### src/rtl/iterated_five_point_smoother_assert.svh
// Assertion macros of the smoother RTL, used by i5s_back.
// Needs a clock named clk and an active-low reset named arst_n in scope.
`ifndef ITERATED_FIVE_POINT_SMOOTHER_ASSERT_SVH
`define ITERATED_FIVE_POINT_SMOOTHER_ASSERT_SVH

// Same-cycle implication.
`define I5S_ASSERT_NOW(label, a, c) \
	label: assert property (@(posedge clk) disable iff (!arst_n) (a) |-> (c)) \
		else $error("i5s check failed");

// Next-cycle implication.
`define I5S_ASSERT_NEXT(label, a, c) \
	label: assert property (@(posedge clk) disable iff (!arst_n) (a) |=> (c)) \
		else $error("i5s check failed");

`endif

### src/rtl/i5s_pkg.sv
// Shared types, codes and helpers of the five-point smoother.
// No dependencies.
package i5s_pkg;

	localparam int MAX_COLUMNS_DEF = 256;
	localparam int MAX_ROWS_DEF    = 256;

	localparam logic [1:0] OP_WRITE  = 2'd0;
	localparam logic [1:0] OP_SMOOTH = 2'd1;
	localparam logic [1:0] OP_READ   = 2'd2;
	localparam logic [1:0] OP_NOP    = 2'd3;

	localparam logic [2:0] CFG_COLUMNS  = 3'd0;
	localparam logic [2:0] CFG_ROWS     = 3'd1;
	localparam logic [2:0] CFG_PASSES   = 3'd2;
	localparam logic [2:0] CFG_CENTER   = 3'd3;
	localparam logic [2:0] CFG_NEIGHBOR = 3'd4;
	localparam logic [2:0] CFG_GAIN     = 3'd5;

	typedef struct packed {
		logic [1:0]         op;
		logic [15:0]        idx;
		logic signed [31:0] sample;
	} item_t;

	typedef struct packed {
		logic [8:0]  columns;
		logic [8:0]  rows;
		logic [5:0]  passes;
		logic [15:0] center;
		logic [15:0] neighbor;
		logic [23:0] gain;
	} cfg_t;

	// Floor away 16 fraction bits, then clip to the signed 32-bit range.
	function automatic logic signed [31:0] sat_q16(input logic signed [63:0] v);
		logic signed [47:0] s;
		s = 48'(v >>> 16);
		if (s > 48'sh0000_7FFF_FFFF)
			return 32'sh7FFF_FFFF;
		if (s < -48'sh0000_8000_0000)
			return -32'sh8000_0000;
		return 32'(s);
	endfunction

endpackage

### src/rtl/i5s_front.sv
// Front end: accepts input beats into a two-entry queue for the engine.
// Depends on i5s_pkg.
module i5s_front (
	input  logic            clk,
	input  logic            arst_n,
	input  logic            s_axis_tvalid,
	output logic            s_axis_tready,
	input  logic [47:0]     s_axis_tdata,  // point_index[15:0], sample_value[47:16]
	input  logic [1:0]      s_axis_tuser,  // opcode
	output logic            item_valid,
	output i5s_pkg::item_t  item,
	input  logic            pop
);

	i5s_pkg::item_t slot_q [2];
	logic           wp_q, rp_q;
	logic [1:0]     count_q;
	logic           push;

	assign s_axis_tready = (count_q != 2'd2);
	assign push          = s_axis_tvalid && s_axis_tready;
	assign item_valid    = (count_q != 2'd0);
	assign item          = slot_q[rp_q];

	always_ff @(posedge clk) begin
		if (push) begin
			slot_q[wp_q].op     <= s_axis_tuser;
			slot_q[wp_q].idx    <= s_axis_tdata[15:0];
			slot_q[wp_q].sample <= s_axis_tdata[47:16];
		end
	end

	always_ff @(posedge clk or negedge arst_n) begin
		if (!arst_n) begin
			wp_q    <= 1'b0;
			rp_q    <= 1'b0;
			count_q <= 2'd0;
		end else begin
			if (push)
				wp_q <= !wp_q;
			if (pop)
				rp_q <= !rp_q;
			count_q <= count_q + 2'(push) - 2'(pop);
		end
	end

endmodule

### config.mk
export PLATFORM = sky130hd
export DESIGN_NAME = i5s_front
export DESIGN_NICKNAME = d
export VERILOG_FILES = /design/src/rtl/iterated_five_point_smoother_assert.svh /design/src/rtl/i5s_pkg.sv /design/src/rtl/i5s_front.sv
export SDC_FILE = /design/constraint.sdc
export NUM_CORES = 1
export LEC_CHECK = 0
export ABC_CLOCK_PERIOD_IN_PS = 8000
export BUFFER_PORTS_ARGS = -buffer_cell sky130_fd_sc_hd__clkbuf_2
export CAP_MARGIN = 20
export CORE_UTILIZATION = 55
export CTS_CLUSTER_DIAMETER = 120
export DETAILED_ROUTE_END_ITERATION = 10
export PLACE_DENSITY = 0.82
export SLEW_MARGIN = 5
export SYNTH_ARGS = -nofsm -noshare
export SYNTH_HDL_FRONTEND = slang
export SYNTH_SLANG_ARGS = --single-unit
export TNS_END_PERCENT = 20
### constraint.sdc
create_clock -name clk -period 8 [get_ports clk]
set_input_delay 1.2 -clock clk [delete_from_list [all_inputs] [get_ports clk]]
set_output_delay 1.2 -clock clk [all_outputs]
set_load 0.05 [all_outputs]
== Yosys cells after proc, flatten, opt, wreduce, memory -nomap -nowiden ==
Memory sizes are Yosys's and may differ from the RTL's.
Index checks and enable logic that the tools add are counted.

* Register bits: 4
* Bits in writable memories: 100
* Input bits: 54
* Output and inout bits: 52
* Word-level logic and storage cells: 13
* Memories kept: 1

* Add/sub/neg operators: 2
* Eq/ne operators: 1
* Muxes and demuxes: 2
* Reductions and logical operators: 4

{| class="wikitable"
|+ Memory list
! memory !! depth !! width !! read ports !! clocked after Yosys merged registers in !! wr ports !! line !! RTL
|-
| slot_q || 2 || 50 || 1 || 0 || 1 || i5s_front.sv:15 || <nowiki>i5s_pkg::item_t slot_q [2];</nowiki>
|}

{| class="wikitable"
|+ Operator list
! kind !! number
|-
| adder 2 x 1 -> 2 bit || 1
|-
| zero test 1 bit || 2
|-
| two-way mux 1 bit || 2
|-
| != test 2 bit (second input constant) || 1
|-
| nonzero test 2 bit || 1
|-
| subtractor 2 x 1 -> 2 bit || 1
|-
| logical AND 1 bit || 1
|}

== Longest topological paths before layout ==
* Depth in word-level cells: 4
* Gate-level depth with buffers: 5
* Mapped depth without buffers: 5

== Worst setup path after synthesis ==
No wires, ideal clock.

* Path type: input-to-reg
* From: in s_axis_tvalid
* To: mem slot_q[0][0] in the netlist's numbering, enable pin
* Setup time: 0.458 ns
* Arrival time: 3.429 ns
* Required time: 7.542 ns
* Setup slack: 4.113 ns
* Stages on the path: 2
* Buffers on the path: 0
* Path through: nand2_1 > nor2_1

* Longest elaborated chain between the ends: 3

{| class="wikitable"
|+ Ends and longest elaborated chain
! element !! line !! RTL
|-
| start: declaration || i5s_front.sv:6 || <nowiki>input logic s_axis_tvalid,</nowiki>
|-
| logical AND 1 bit || i5s_front.sv:21 || <nowiki>assign push = s_axis_tvalid && s_axis_tready;</nowiki>
|-
| two-way mux 1 bit || i5s_front.sv:26 || <nowiki>if (push) begin</nowiki>
|-
| two-way mux 1 bit (implied by the code) || i5s_front.sv:29 || <nowiki>slot_q[wp_q].sample <= s_axis_tdata[47:16];</nowiki>
|-
| end: declaration || i5s_front.sv:15 ||
|}

No other way between the ends.

==> metrics <==
result of the run=complete, no violations; Slew HR=just under 60%; clock root cell=clkbuf_8; clock latency at the later pin of the worst-skew pair=around 0.35 ns; vias per std cell=between 5 and 6; hold_buf cts=0; Final Critical Period=3.18 ns; FILL cells=429; Clock Path Buffers=2; clock-pin slew on the worst setup and hold paths=0.09 ns; yosys synthesis warning count=0; syn_area_per_cell=between 20 and 25 um2; total number of vias=approximately 1.9k; RSZ-0062 raised after global routing=false; starting DRC count in detailed routing=about 130; Yosys top cell by area=edfxtp_1; post-route ant nets=0; Setup Viol. Count Final=0; Max Cap Viol=0; starting density of the core=between 50% and 60%; largest cells by area after synthesis=edfxtp_1 79%, mux2_1 15%, dfrtp_1 2.6%; Post-synth EDFFs=100; post-synthesis sequential area ratio=a little over 80%; nature of the critical path endpoint=primary output; Final Skew=between 0.009 and 0.01 ns; first-pass GRT wire length=approximately 9500 um; leakage power=between 1.5 and 2 nW; Final Cell Area=~0.0047 mm2; Net Count, Synth=about 230; critical path class=register to primary output; VDD IR-drop max=~0.00020 V; post-CTS setup buffers=0; Buffers on Ports=about 110; Congestion Overflow GR=0; # DRC=0; critical path arrival=around 2 ns; setup TNS=0 ns; Worst Setup SP=rp_q; FFs w/ async S/R, synth=approximately 3.8%; 1st-pass router iterations=4; placed cell areas=0.00444 mm2; switching power=~830 uW; pre-CTS setup slack=5.11 ns; CP startpoint kind=register; number of hold violations in the final report=0; Area growth, synth to finish=22.7%; Max H-tree Level=3; width of the chip=85.0 um; post-synth top area share=about four fifths; R2R setup slack=~6 ns; routability cong.=between 0.7 and 0.8; IO Pins=106; Clk network pwr share=between 10% and 20%; Peak Freq=between 300 and 400 MHz; fraction of layout instances using a drive strength above 1=a little over two fifths; critical path fanouts, max=29; Worst-Margin Slew=0.634 ns; GRT Overall Usage=about 18%; sequential power share=about two fifths; Crit Reg-Reg Startpoint=count_q[0]; hold path start=wp_q; Post-DP HPWL=between 4000 and 5000 um; Final Max Tran Viols=0; TritonCTS Sinks=between 100 and 150; mapped cell area=about 0.0038 mm2; Synth cell types=14; Pint=about 1.1 mW; Synth Instances=between 150 and 200; WL/cell=approximately 17 um; Die ar.=slightly above 0.007 mm2; initial antenna violation count=0; Final Core Density=a little under three quarters; critical path required time=~6.8 ns; Sw Ratio=a little over two fifths; worst min path class=register to register; CTS tree=yes; vias in the first global route=between 2k and 2.5k; DIE HEIGHT=between 80 and 90 um; largest net degree at the start of global routing=30; total CTS buffers=9; # diodes=0; final WL=approximately 6100 um; CORE AREA=0.00649 mm2; ys flop type=edfxtp_1; Yosys reg bits=~100; crit share post-route=39.8%; Final Worst Setup Slack=slightly below 5 ns; post_cts resized=0; most frequent cell after synthesis=edfxtp_1; # nets final=between 300 and 400; most common library cells after synthesis=100 x edfxtp_1, 50 x mux2_1, 6 x buf_2, 4 x dfrtp_1, 3 x xnor2_1; logic gate share of total power=between 40% and 50%; Pwr Density=around 420 mW/mm2; FP Rows=29
-- through the flow --
step,std cells,total power [mW],hold WS (ns)
2_1_floorplan,173,1.44,0.461
3_3_place_gp,350,1.61,0.520
3_5_place_dp,352,1.64,0.541
4_1_cts,368,1.97,0.555
5_1_grt,368,2.03,0.585
6_report,368,1.95,0.553
-- worst max-delay path: stages, from the launching register on --
cell	delay, ns
dfrtp_2	0.73
buf_12	0.27
mux2_1	0.37
clkbuf_2	0.25
-- cells in the final DEF, fill, tap and decap left out, drive strengths merged, types with 2 or more instances in the layout --
cell / netlist / layout
buf: 6 / 3
nor2: 2 / 2
clkbuf: 0 / 116
clkinv: 0 / 2
xnor2: 3 / 3
mux2: 50 / 50
edfxtp: 100 / 100
bufinv: 0 / 2
dfrtp: 4 / 4
-- state kept, by name, indices dropped and copies added, names as in the netlist --
register	flops
wp_q	1
slot_q	100
count_q	2
rp_q	1
-- path summary, 6_finish.rpt --
check	depth (start not counted)	to
worst min register to register	1	wp_q
worst max register to register	4	slot_q[0][6]
worst max-delay path	3	item[12]
max in group asynchronous	1	rp_q
worst min-delay path	1	wp_q
min in group asynchronous	1	wp_q
-- cell type report --
type / instances / area [um2] / area share, %
clock buffer: 11 / 131 / 2.82
clock inverter: 5 / 81.3 / 1.75
timing repair buffer: 108 / 573 / 12.3
sequential: 104 / 3100 / 66.7
tap: 77 / 96.3 / 2.07
multi-input combinational: 63 / 667 / 14.3
-- kinds of logic after synthesis --
| group | share of synthesized area [%] |
|---|---|
| buffers and inverters | 0.792 |
| multiplexers | 14.9 |
| XOR/XNOR | 0.924 |
| AND/OR/NAND/NOR | 0.792 |
| adder cells (fa/ha/maj) | 0.330 |
| flip-flops | 81.8 |
| AO/OA/AOI/OAI | 0.462 |
-- routing by layer --
layer  track usage [%]  up-vias  share of wire, %
li1                  -      910                 -
met1              21.0      923                41
met2              29.3       55                50
met3              6.03       10               6.4
met4              9.86        0               2.4
met5                 0        -                 0
-- power groups by stage --
stage	clock network [mW]	registers [mW]	logic (mW)
finish	0.340	0.798	0.814
CTS	0.349	0.799	0.826
detailed placement	0	0.812	0.825
floorplan	0	0.782	0.656
global route	0.366	0.811	0.853
global placement	0	0.834	0.773
(Power assumes the default switching activity.)
